--- src/design/sabt_pkg.sv ---
// Shared types, constants and helpers of the selective-ack block tracker.
`default_nettype none

package sabt_pkg;

  // Field widths
  localparam int WORD_BITS = 32;
  localparam int BIT_W     = 5;   // bit offset inside a bitmap word
  localparam int POS_W     = 10;
  localparam int CNT_W     = 11;
  localparam int GIVE_W    = 5;
  localparam int ROUND_W   = 16;
  localparam int VALUE_W   = 32;
  localparam int SCAN_W    = 12;  // search cursor, reaches one word past the count limit
  localparam int WIDX_W    = SCAN_W - BIT_W;
  localparam int POS_WORDS = 32;  // words that a position can address

  localparam logic [GIVE_W-1:0]  EMPTY_MAX = 5'd31;
  localparam logic [ROUND_W-1:0] ROUND_MAX = 16'hFFFF;

  // Configuration port
  localparam int CFG_IDX_W  = 2;
  localparam int CFG_DATA_W = 11;

  localparam logic [CFG_IDX_W-1:0] REG_BLOCK_COUNT    = 2'd0;
  localparam logic [CFG_IDX_W-1:0] REG_NACK_MODE      = 2'd1;
  localparam logic [CFG_IDX_W-1:0] REG_GIVE_UP_ROUNDS = 2'd2;

  localparam logic [CNT_W-1:0]  RST_BLOCK_COUNT    = 11'd1024;
  localparam logic              RST_NACK_MODE      = 1'b0;
  localparam logic [GIVE_W-1:0] RST_GIVE_UP_ROUNDS = 5'd25;

  // Action codes of an input item
  localparam logic [1:0] ACT_ARRIVE = 2'd0;
  localparam logic [1:0] ACT_QUERY  = 2'd1;
  localparam logic [1:0] ACT_ROUND  = 2'd2;
  localparam logic [1:0] ACT_CLEAR  = 2'd3;

  typedef struct packed {
    logic [1:0]       action;
    logic [POS_W-1:0] position;
  } req_t;

  typedef struct packed {
    logic               is_new;
    logic               out_of_range;
    logic               complete;
    logic [CNT_W-1:0]   missing_count;
    logic               found;
    logic [VALUE_W-1:0] value;
    logic               give_up;
  } res_t;

  // Classified operation handed from front to back
  typedef enum logic [2:0] {
    OP_ARRIVE = 3'd0,
    OP_DROP   = 3'd1,
    OP_SACK   = 3'd2,
    OP_NACK   = 3'd3,
    OP_ROUND  = 3'd4,
    OP_CLEAR  = 3'd5
  } op_t;

  typedef struct packed {
    op_t              op;
    logic [POS_W-1:0] position;
  } cmd_t;

  typedef struct packed {
    logic valid;
    cmd_t cmd;
  } cmdq_t;

  // Lowest set bit of a word; zero when none is set
  function automatic logic [BIT_W-1:0] first_set(input logic [WORD_BITS-1:0] v);
    logic [BIT_W-1:0] idx;
    idx = '0;
    for (int i = WORD_BITS - 1; i >= 0; i--) begin
      if (v[i]) idx = BIT_W'(i);
    end
    return idx;
  endfunction

endpackage

`default_nettype wire

--- src/design/sabt_ram.sv ---
// Generic single-write, single-read RAM with registered read data.
`default_nettype none

module sabt_ram #(
  parameter int WIDTH = 32,
  parameter int DEPTH = 32
) (
  input  wire logic                                     clk,
  input  wire logic                                     we,
  input  wire logic [(DEPTH > 1 ? $clog2(DEPTH) : 1)-1:0] waddr,
  input  wire logic [WIDTH-1:0]                         wdata,
  input  wire logic [(DEPTH > 1 ? $clog2(DEPTH) : 1)-1:0] raddr,
  output logic      [WIDTH-1:0]                         rdata
);

  logic [WIDTH-1:0] mem [DEPTH];

  always_ff @(posedge clk) begin
    if (we) mem[waddr] <= wdata;
    rdata <= mem[raddr];
  end

endmodule

`default_nettype wire

--- src/design/sabt_fifo.sv ---
// Small register queue with push/full and pop/empty sides.
`default_nettype none

module sabt_fifo #(
  parameter int WIDTH = 8,
  parameter int DEPTH = 2
) (
  input  wire logic             clk,
  input  wire logic             rst,
  input  wire logic             push,
  input  wire logic [WIDTH-1:0] wdata,
  output logic                  full,
  input  wire logic             pop,
  output logic      [WIDTH-1:0] rdata,
  output logic                  empty
);

  localparam int PW = DEPTH > 1 ? $clog2(DEPTH) : 1;
  localparam int CW = $clog2(DEPTH + 1);

  logic [WIDTH-1:0] mem [DEPTH];
  logic [PW-1:0]    wr_ptr;
  logic [PW-1:0]    rd_ptr;
  logic [CW-1:0]    count;
  logic             do_push;
  logic             do_pop;

  assign full    = count == CW'(DEPTH);
  assign empty   = count == '0;
  assign do_push = push && !full;
  assign do_pop  = pop && !empty;
  assign rdata   = mem[rd_ptr];

  always_ff @(posedge clk) begin
    if (rst) begin
      wr_ptr <= '0;
      rd_ptr <= '0;
      count  <= '0;
    end else begin
      if (do_push) wr_ptr <= (wr_ptr == PW'(DEPTH - 1)) ? '0 : wr_ptr + 1'b1;
      if (do_pop)  rd_ptr <= (rd_ptr == PW'(DEPTH - 1)) ? '0 : rd_ptr + 1'b1;
      case ({do_push, do_pop})
        2'b10:   count <= count + 1'b1;
        2'b01:   count <= count - 1'b1;
        default: count <= count;
      endcase
    end
  end

  always_ff @(posedge clk) begin
    if (do_push) mem[wr_ptr] <= wdata;
  end

endmodule

`default_nettype wire

--- src/design/sabt_front.sv ---
// Front end: takes input beats, classifies them and queues commands for the engine.
`default_nettype none

module sabt_front import sabt_pkg::*; (
  input  wire logic             clk,
  input  wire logic             rst,
  input  wire logic             push,
  output logic                  full,
  input  wire req_t             request,
  input  wire logic [CNT_W-1:0] used_count,
  input  wire logic             nack_mode,
  input  wire logic             cmd_pop,
  output cmdq_t                 cmdq
);

  cmd_t cmd_in;
  cmd_t cmd_head;
  logic cmd_empty;

  always_comb begin
    cmd_in.position = request.position;
    case (request.action)
      ACT_ARRIVE: cmd_in.op = ({1'b0, request.position} >= used_count) ? OP_DROP : OP_ARRIVE;
      ACT_QUERY:  cmd_in.op = nack_mode ? OP_NACK : OP_SACK;
      ACT_ROUND:  cmd_in.op = OP_ROUND;
      ACT_CLEAR:  cmd_in.op = OP_CLEAR;
      default:    cmd_in.op = OP_CLEAR;
    endcase
  end

  sabt_fifo #(
    .WIDTH ($bits(cmd_t)),
    .DEPTH (2)
  ) u_cmd_q (
    .clk   (clk),
    .rst   (rst),
    .push  (push),
    .wdata (cmd_in),
    .full  (full),
    .pop   (cmd_pop),
    .rdata (cmd_head),
    .empty (cmd_empty)
  );

  assign cmdq.valid = !cmd_empty;
  assign cmdq.cmd   = cmd_head;

endmodule

`default_nettype wire

--- src/design/sabt_back.sv ---
// Back end: bitmap engine that runs one command at a time and emits its result beat.
`default_nettype none

module sabt_back import sabt_pkg::*; #(
  parameter int MAX_BLOCKS = 1024
) (
  input  wire logic              clk,
  input  wire logic              rst,
  input  wire cmdq_t             cmdq,
  output logic                   cmd_pop,
  input  wire logic [CNT_W-1:0]  used_count,
  input  wire logic [GIVE_W-1:0] give_up_rounds,
  input  wire logic              out_full,
  output logic                   out_push,
  output res_t                   out_data
);

  localparam int MAP_WORDS   = (MAX_BLOCKS + WORD_BITS - 1) / WORD_BITS;
  // Words past the position range are never marked and always read as zero
  localparam int STORE_WORDS = MAP_WORDS < POS_WORDS ? MAP_WORDS : POS_WORDS;
  localparam int WAW         = STORE_WORDS > 1 ? $clog2(STORE_WORDS) : 1;

  typedef enum logic [5:0] {
    ST_IDLE     = 6'b000001,
    ST_RMW      = 6'b000010,
    ST_SACK     = 6'b000100,
    ST_SCAN_RD  = 6'b001000,
    ST_SCAN_CHK = 6'b010000,
    ST_EMIT     = 6'b100000
  } state_t;

  state_t                   state, state_next;
  cmd_t                     cur, cur_next;
  res_t                     res, res_next;
  logic [STORE_WORDS-1:0]   valid, valid_next;
  logic [CNT_W-1:0]         unique_received, unique_received_next;
  logic [ROUND_W-1:0]       round_arrivals, round_arrivals_next;
  logic [GIVE_W-1:0]        empty_rounds, empty_rounds_next;
  logic [SCAN_W-1:0]        scan_idx, scan_idx_next;
  logic [WAW-1:0]           rd_addr, rd_addr_next;

  logic                     ram_we;
  logic [WORD_BITS-1:0]     ram_wdata;
  logic [WORD_BITS-1:0]     ram_rdata;
  logic [WORD_BITS-1:0]     word_rd;
  logic [WORD_BITS-1:0]     bit_mask;
  logic [WORD_BITS-1:0]     open_bits;
  logic [SCAN_W-1:0]        cand;
  logic [SCAN_W-1:0]        scan_limit;
  logic [WIDX_W-1:0]        scan_word;
  logic [CNT_W-1:0]         missing;
  logic [GIVE_W-1:0]        empty_step;

  assign missing    = (used_count > unique_received) ? used_count - unique_received : '0;
  assign word_rd    = valid[rd_addr] ? ram_rdata : '0;
  assign bit_mask   = WORD_BITS'(1) << cur.position[BIT_W-1:0];
  assign scan_word  = scan_idx[SCAN_W-1:BIT_W];
  assign scan_limit = {1'b0, used_count};
  assign open_bits  = ~word_rd & ({WORD_BITS{1'b1}} << scan_idx[BIT_W-1:0]);
  assign cand       = {scan_word, first_set(open_bits)};
  assign empty_step = (round_arrivals != '0) ? '0 :
                      (empty_rounds == EMPTY_MAX) ? EMPTY_MAX : empty_rounds + 1'b1;

  sabt_ram #(
    .WIDTH (WORD_BITS),
    .DEPTH (STORE_WORDS)
  ) u_map (
    .clk   (clk),
    .we    (ram_we),
    .waddr (rd_addr),
    .wdata (ram_wdata),
    .raddr (rd_addr_next),
    .rdata (ram_rdata)
  );

  always_comb begin
    state_next           = state;
    cur_next             = cur;
    res_next             = res;
    valid_next           = valid;
    unique_received_next = unique_received;
    round_arrivals_next  = round_arrivals;
    empty_rounds_next    = empty_rounds;
    scan_idx_next        = scan_idx;
    rd_addr_next         = rd_addr;
    cmd_pop              = 1'b0;
    out_push             = 1'b0;
    ram_we               = 1'b0;
    ram_wdata            = word_rd | bit_mask;

    case (state)
      ST_IDLE: begin
        if (cmdq.valid) begin
          cmd_pop  = 1'b1;
          cur_next = cmdq.cmd;
          res_next = '0;
          case (cmdq.cmd.op)
            OP_ARRIVE: begin
              rd_addr_next = cmdq.cmd.position[BIT_W +: WAW];
              state_next   = ST_RMW;
            end
            OP_DROP: begin
              res_next.out_of_range = 1'b1;
              state_next            = ST_EMIT;
            end
            OP_SACK: begin
              if (cmdq.cmd.position < POS_W'(STORE_WORDS)) begin
                rd_addr_next = cmdq.cmd.position[WAW-1:0];
                state_next   = ST_SACK;
              end else begin
                state_next = ST_EMIT;
              end
            end
            OP_NACK: begin
              scan_idx_next = SCAN_W'(cmdq.cmd.position);
              state_next    = (missing == '0) ? ST_EMIT : ST_SCAN_RD;
            end
            OP_ROUND: begin
              empty_rounds_next   = empty_step;
              round_arrivals_next = '0;
              res_next.give_up    = empty_step >= give_up_rounds;
              state_next          = ST_EMIT;
            end
            OP_CLEAR: begin
              valid_next           = '0;
              unique_received_next = '0;
              round_arrivals_next  = '0;
              empty_rounds_next    = '0;
              state_next           = ST_EMIT;
            end
            default: state_next = ST_EMIT;
          endcase
        end
      end

      ST_RMW: begin
        if ((word_rd & bit_mask) == '0) begin
          ram_we               = 1'b1;
          valid_next[rd_addr]  = 1'b1;
          unique_received_next = unique_received + 1'b1;
          res_next.is_new      = 1'b1;
        end
        if (round_arrivals != ROUND_MAX) round_arrivals_next = round_arrivals + 1'b1;
        state_next = ST_EMIT;
      end

      ST_SACK: begin
        res_next.value = word_rd;
        state_next     = ST_EMIT;
      end

      ST_SCAN_RD: begin
        if (scan_idx >= scan_limit) begin
          state_next = ST_EMIT;
        end else if (scan_word >= WIDX_W'(STORE_WORDS)) begin
          // never-marked word: this index is missing
          res_next.found = 1'b1;
          res_next.value = VALUE_W'(scan_idx);
          state_next     = ST_EMIT;
        end else begin
          rd_addr_next = scan_idx[BIT_W +: WAW];
          state_next   = ST_SCAN_CHK;
        end
      end

      ST_SCAN_CHK: begin
        if (open_bits != '0) begin
          if (cand < scan_limit) begin
            res_next.found = 1'b1;
            res_next.value = VALUE_W'(cand);
          end
          state_next = ST_EMIT;
        end else begin
          // advance to the start of the next word
          scan_idx_next = {scan_word + 1'b1, {BIT_W{1'b0}}};
          state_next    = ST_SCAN_RD;
        end
      end

      ST_EMIT: begin
        out_push = !out_full;
        if (!out_full) state_next = ST_IDLE;
      end

      default: state_next = ST_IDLE;
    endcase
  end

  always_comb begin
    out_data               = res;
    out_data.complete      = missing == '0;
    out_data.missing_count = missing;
  end

  always_ff @(posedge clk) begin
    if (rst) begin
      state           <= ST_IDLE;
      valid           <= '0;
      unique_received <= '0;
      round_arrivals  <= '0;
      empty_rounds    <= '0;
    end else begin
      state           <= state_next;
      valid           <= valid_next;
      unique_received <= unique_received_next;
      round_arrivals  <= round_arrivals_next;
      empty_rounds    <= empty_rounds_next;
    end
  end

  always_ff @(posedge clk) begin
    cur      <= cur_next;
    res      <= res_next;
    scan_idx <= scan_idx_next;
    rd_addr  <= rd_addr_next;
  end

endmodule

`default_nettype wire

--- src/design/selective_ack_block_tracker_core.sv ---
// Top level of the selective-ack block tracker: config registers, front, engine, result queue.
//
//   channel   direction  handshake            payload
//   request   in         push / full         req_t  (action, position)
//   result    out        empty / pop         res_t  (is_new .. give_up)
//   cfg       in         cfg_valid/cfg_ready  cfg_index, cfg_data
//
// Round ends, clears, out-of-range arrivals, SACK past the bitmap and NACK with nothing
// missing go from idle straight to emit; other arrivals and SACK queries pass one bitmap
// read state first; a NACK query reads and checks bitmap words until a gap or the block count.
// A full result queue holds the engine in its emit state.
// Reset clears all control state and the bitmap valid bits.
// A two-entry command queue and a two-entry result queue let input and output stall apart.
`default_nettype none

module selective_ack_block_tracker_core import sabt_pkg::*; #(
  parameter int MAX_BLOCKS = 1024
) (
  input  wire logic                  clk,
  input  wire logic                  rst,
  input  wire logic                  push,
  output logic                       full,
  input  wire req_t                  request,
  output logic                       empty,
  input  wire logic                  pop,
  output res_t                       result,
  input  wire logic                  cfg_valid,
  output logic                       cfg_ready,
  input  wire logic [CFG_IDX_W-1:0]  cfg_index,
  input  wire logic [CFG_DATA_W-1:0] cfg_data
);

  localparam int CAP = MAX_BLOCKS < 2047 ? MAX_BLOCKS : 2047;
  localparam logic [CNT_W-1:0] CAP_CNT = CNT_W'(CAP);

  logic [CNT_W-1:0]  block_count;
  logic              nack_mode;
  logic [GIVE_W-1:0] give_up_rounds;
  logic [CNT_W-1:0]  used_count;

  cmdq_t cmdq;
  logic  cmd_pop;
  logic  out_push;
  logic  out_full;
  res_t  out_data;
  res_t  out_head;

  assign cfg_ready  = 1'b1;
  assign used_count = (block_count < CAP_CNT) ? block_count : CAP_CNT;

  always_ff @(posedge clk) begin
    if (rst) begin
      block_count    <= RST_BLOCK_COUNT;
      nack_mode      <= RST_NACK_MODE;
      give_up_rounds <= RST_GIVE_UP_ROUNDS;
    end else if (cfg_valid) begin
      case (cfg_index)
        REG_BLOCK_COUNT:    block_count    <= cfg_data;
        REG_NACK_MODE:      nack_mode      <= cfg_data[0];
        REG_GIVE_UP_ROUNDS: give_up_rounds <= cfg_data[GIVE_W-1:0];
        default:            block_count    <= block_count;
      endcase
    end
  end

  sabt_front u_front (
    .clk        (clk),
    .rst        (rst),
    .push       (push),
    .full       (full),
    .request    (request),
    .used_count (used_count),
    .nack_mode  (nack_mode),
    .cmd_pop    (cmd_pop),
    .cmdq       (cmdq)
  );

  sabt_back #(
    .MAX_BLOCKS (MAX_BLOCKS)
  ) u_back (
    .clk            (clk),
    .rst            (rst),
    .cmdq           (cmdq),
    .cmd_pop        (cmd_pop),
    .used_count     (used_count),
    .give_up_rounds (give_up_rounds),
    .out_full       (out_full),
    .out_push       (out_push),
    .out_data       (out_data)
  );

  sabt_fifo #(
    .WIDTH ($bits(res_t)),
    .DEPTH (2)
  ) u_res_q (
    .clk   (clk),
    .rst   (rst),
    .push  (out_push),
    .wdata (out_data),
    .full  (out_full),
    .pop   (pop),
    .rdata (out_head),
    .empty (empty)
  );

  assign result = out_head;

endmodule

`default_nettype wire
--- config.mk ---
export PLATFORM = sky130hd
export DESIGN_NAME = selective_ack_block_tracker_core
export DESIGN_NICKNAME = d
export VERILOG_FILES = /design/src/design/sabt_pkg.sv /design/src/design/sabt_ram.sv /design/src/design/sabt_fifo.sv /design/src/design/sabt_front.sv /design/src/design/sabt_back.sv /design/src/design/selective_ack_block_tracker_core.sv
export SDC_FILE = /design/constraint.sdc
export NUM_CORES = 2
export LEC_CHECK = 0
export BUFFER_PORTS_ARGS = -buffer_cell sky130_fd_sc_hd__clkbuf_2
export CAP_MARGIN = 15
export CORE_MARGIN = 4
export CORE_UTILIZATION = 40
export CTS_BUF_LIST = sky130_fd_sc_hd__clkbuf_16
export CTS_CLUSTER_DIAMETER = 80
export CTS_CLUSTER_SIZE = 20
export DETAILED_ROUTE_END_ITERATION = 7
export HOLD_SLACK_MARGIN = 0.15
export PLACE_DENSITY = 0.67
export SETUP_SLACK_MARGIN = 0.02
export SLEW_MARGIN = 20
export SYNTH_ARGS = -nofsm -noshare
export SYNTH_HDL_FRONTEND = slang
export SYNTH_SLANG_ARGS = --single-unit
export TNS_END_PERCENT = 50
--- constraint.sdc ---
create_clock -name clk -period 9.18 [get_ports clk]
set_clock_uncertainty 0.05 [all_clocks]
set_input_delay 0.918 -clock clk [delete_from_list [all_inputs] [get_ports clk]]
set_output_delay 0.918 -clock clk [all_outputs]
set_load 0.05 [all_outputs]
==> summary.txt <==
number of setup buffers added after CTS - 0
CTS Buf Count - 78
synthesized area - 0.0547 mm2
initial antenna violation count - 1
crit path capture type - flip-flop
Die Y - 378 um
Max Fclk - 157 MHz
CTS resizes - 0
vias in the first global route - 32000
Cell Rows - 135
Slew HR - 0.222
Yosys top cell by area - edfxtp_1
top post-synthesis cells by area - edfxtp_1 66%, mux2i_1 5.4%, dfxtp_1 4.9%
port buffer count - 79
post-synthesis sequential area ratio - 0.707
CTS H-tree lvls - 3
global-route wire length before repair - 219 mm
Syn Inst Count - 3874
Avg Cell Area, Syn - 14.1 um2
worst-skew pair later-pin latency - 0.71 ns
outcome - finished clean
#FFs+latches synth - 1333
Worst Path Required - 9.70 ns
die area - 0.143 mm2
Final Wtd Congestion - 0.896
fin crit share - 0.695
post-layout min period - 6.38 ns
Setup-failing EPs final - 0
Arr. time, crit path - 6.90 ns
largest net degree at the start of global routing - 167
min-delay worst type - flip-flop to flip-flop
clock root buffer master - clkbuf_16
Main synth FF type - edfxtp_1
fraction of final layout cells sized beyond drive strength 1 - 0.106
vias per std cell - 5.92
Post-synth EDFFs - 1199
CTS Hold Buffers Added - 0
power per cell area - 250 mW/mm2
Yosys top cell area share - 0.658
CTS sink cnt - 1333
Clock transition at path regs - 0.09 ns
global-route usage over all layers - 0.207
area delta synth->final - 9.31%
total detailed-routing wirelength - 152 mm
Synth async-reset ratio - 0
crit start category - flip-flop
crit-path max FO - 35
Syn Nets - 3954
Yosys cell types - 88
Die Wd - 378 um
Final ANT Viol Nets - 0
synth warn - 0
Worst Max-Slew Pin Slew - 1.17 ns
I/O pins - 81
first drt pass iteration count - 6
Crit Path Class - flip-flop to flip-flop
Core Box Area - 0.136 mm2
final hold violations - 0
WL per Instance - 26.5 um
Vias - 33800
Peak VDD IR - 0.000207 V
initial DRC count - 4571
Max-cap violations - 0
Starting Density - 0.403
RSZ-0062 raised after global routing - no
n_diodes - 0
setup_tns - 0 ns
final core utilization - 0.441
CTS max path bufs - 3
nets - 3956
GRT Residual Overflow - 0
CTS tree - done
drc violations - 0
Static Leak - 0.0207 uW
Slew Viols, Final - 0
hpwl dp - 82.8 mm
final timing paths:
| path | cells past startpoint | startpoint | to | slack (ns) |
|---|---|---|---|---|
| min | 0 | u_back.out_data[26] | u_res_q.mem[0][26] | 0.40 |
| max | 17 | block_count[10] | u_back.u_map.rdata[24] | 2.80 |
| max reg2reg | 17 | block_count[10] | u_back.u_map.rdata[24] | 2.80 |
| min reg2reg | 0 | u_back.out_data[26] | u_res_q.mem[0][26] | 0.40 |
cells in the final DEF, fill, tap and decap left out, drive strengths merged, types with 78 or more instances in the layout:
master / count
clkbuf: 157
nand2: 360
dfxtp: 134
a211oi: 135
o21ai: 105
a21oi: 200
o22ai: 143
edfxtp: 1199
and3: 78
buf: 80
mux2i: 295
inv: 115
nor2: 224
worst max-delay path, cell delays in order (launching register included):
cell,delay (ns)
dfxtp_1,0.34
inv_1,0.29
nand2_1,0.16
inv_1,0.15
ha_1,0.24
nand2b_1,0.14
a211oi_1,0.25
o21ai_0,0.21
a2111oi_4,0.62
a21oi_1,0.26
nor2_2,0.62
inv_2,0.38
buf_4,0.43
nand4_1,0.80
buf_4,0.63
o22ai_1,0.22
a211oi_1,0.30
nand3_1,0.10
routing by layer:
| metal | track usage | vias up | share of wire |
|---|---|---|---|
| li1 | - | 14900 | - |
| met1 | 0.282 | 16900 | 0.40 |
| met2 | 0.334 | 1684 | 0.47 |
| met3 | 0.0388 | 320 | 0.098 |
| met4 | 0.0717 | 0 | 0.035 |
| met5 | 0 | - | 0 |
logic make-up (layout without fill, tap and decap cells):
kind of cell	count (synthesis)	count (layout)	synth area share
adder cells (fa/ha/maj)	50	50	0.0116
buffers and inverters	302	361	0.0241
flip-flops	1333	1333	0.707
multiplexers	347	347	0.0649
AND/OR/NAND/NOR	954	954	0.0822
other	1	1	0.0000686
AO/OA/AOI/OAI	845	845	0.103
XOR/XNOR	42	42	0.00673
Yosys cell counts, drive strengths merged (44+ instances only):
library cell and instances:
mux2 51, a22oi 69, o21ai 105, inv 64
a21oi 200, a311oi 70, ha 49, nor3 44
clkbuf 125, edfxtp 1199, and3 78, buf 112
mux2i 295, o22ai 143, dfxtp 134, nor2 224
nand2 360, a211oi 135, nand3 64
sequential cells by signal (all words and copies together), names as in the netlist, 2 cells and up, named ones only:
register                flops
block_count                11
give_up_rounds              5
u_back.cur                  5
u_back.empty_rounds         5
u_back.out_data            36
u_back.rd_addr              5
u_back.round_arrivals      16
u_back.scan_idx            12
u_back.state                6
u_back.u_map.mem         1024
u_back.u_map.rdata         32
u_back.unique_received     11
u_back.valid               32
u_front.u_cmd_q.count       2
u_front.u_cmd_q.mem        26
u_res_q.count               2
u_res_q.mem                96
per-stage QoR:
stage	std cells	hold WS (ns)	area [um2]	total power [uW]	worst slack, ns
after detailed placement	5576	0.383	57300	11400	2.97
after global placement	5576	0.374	57300	11400	3.13
after global routing	5714	0.413	59800	15500	2.59
after CTS	5713	0.384	59600	14900	2.97
final	5714	0.400	59800	15000	2.80
after floorplan	3874	0.371	54700	10100	4.59
report_power, final:
group | internal, uW | total (uW) | switching, uW
logic | 1120 | 3710 | 2590
registers | 7240 | 7680 | 442
clock network | 1590 | 3580 | 1990
total | 9940 | 15000 | 5030
final cells by class:
class                           count  area [um2]
Clock buffer                       78        1950
Multi-Input combinational cell   2239       15200
Timing Repair Buffer              159        1050
Sequential cell                  1333       38700
Tap cell                         1781        2230
Fill cell                       12000       75900
Inverter                           65         253
Clock inverter                     59         377
(Power assumes the default switching activity.)
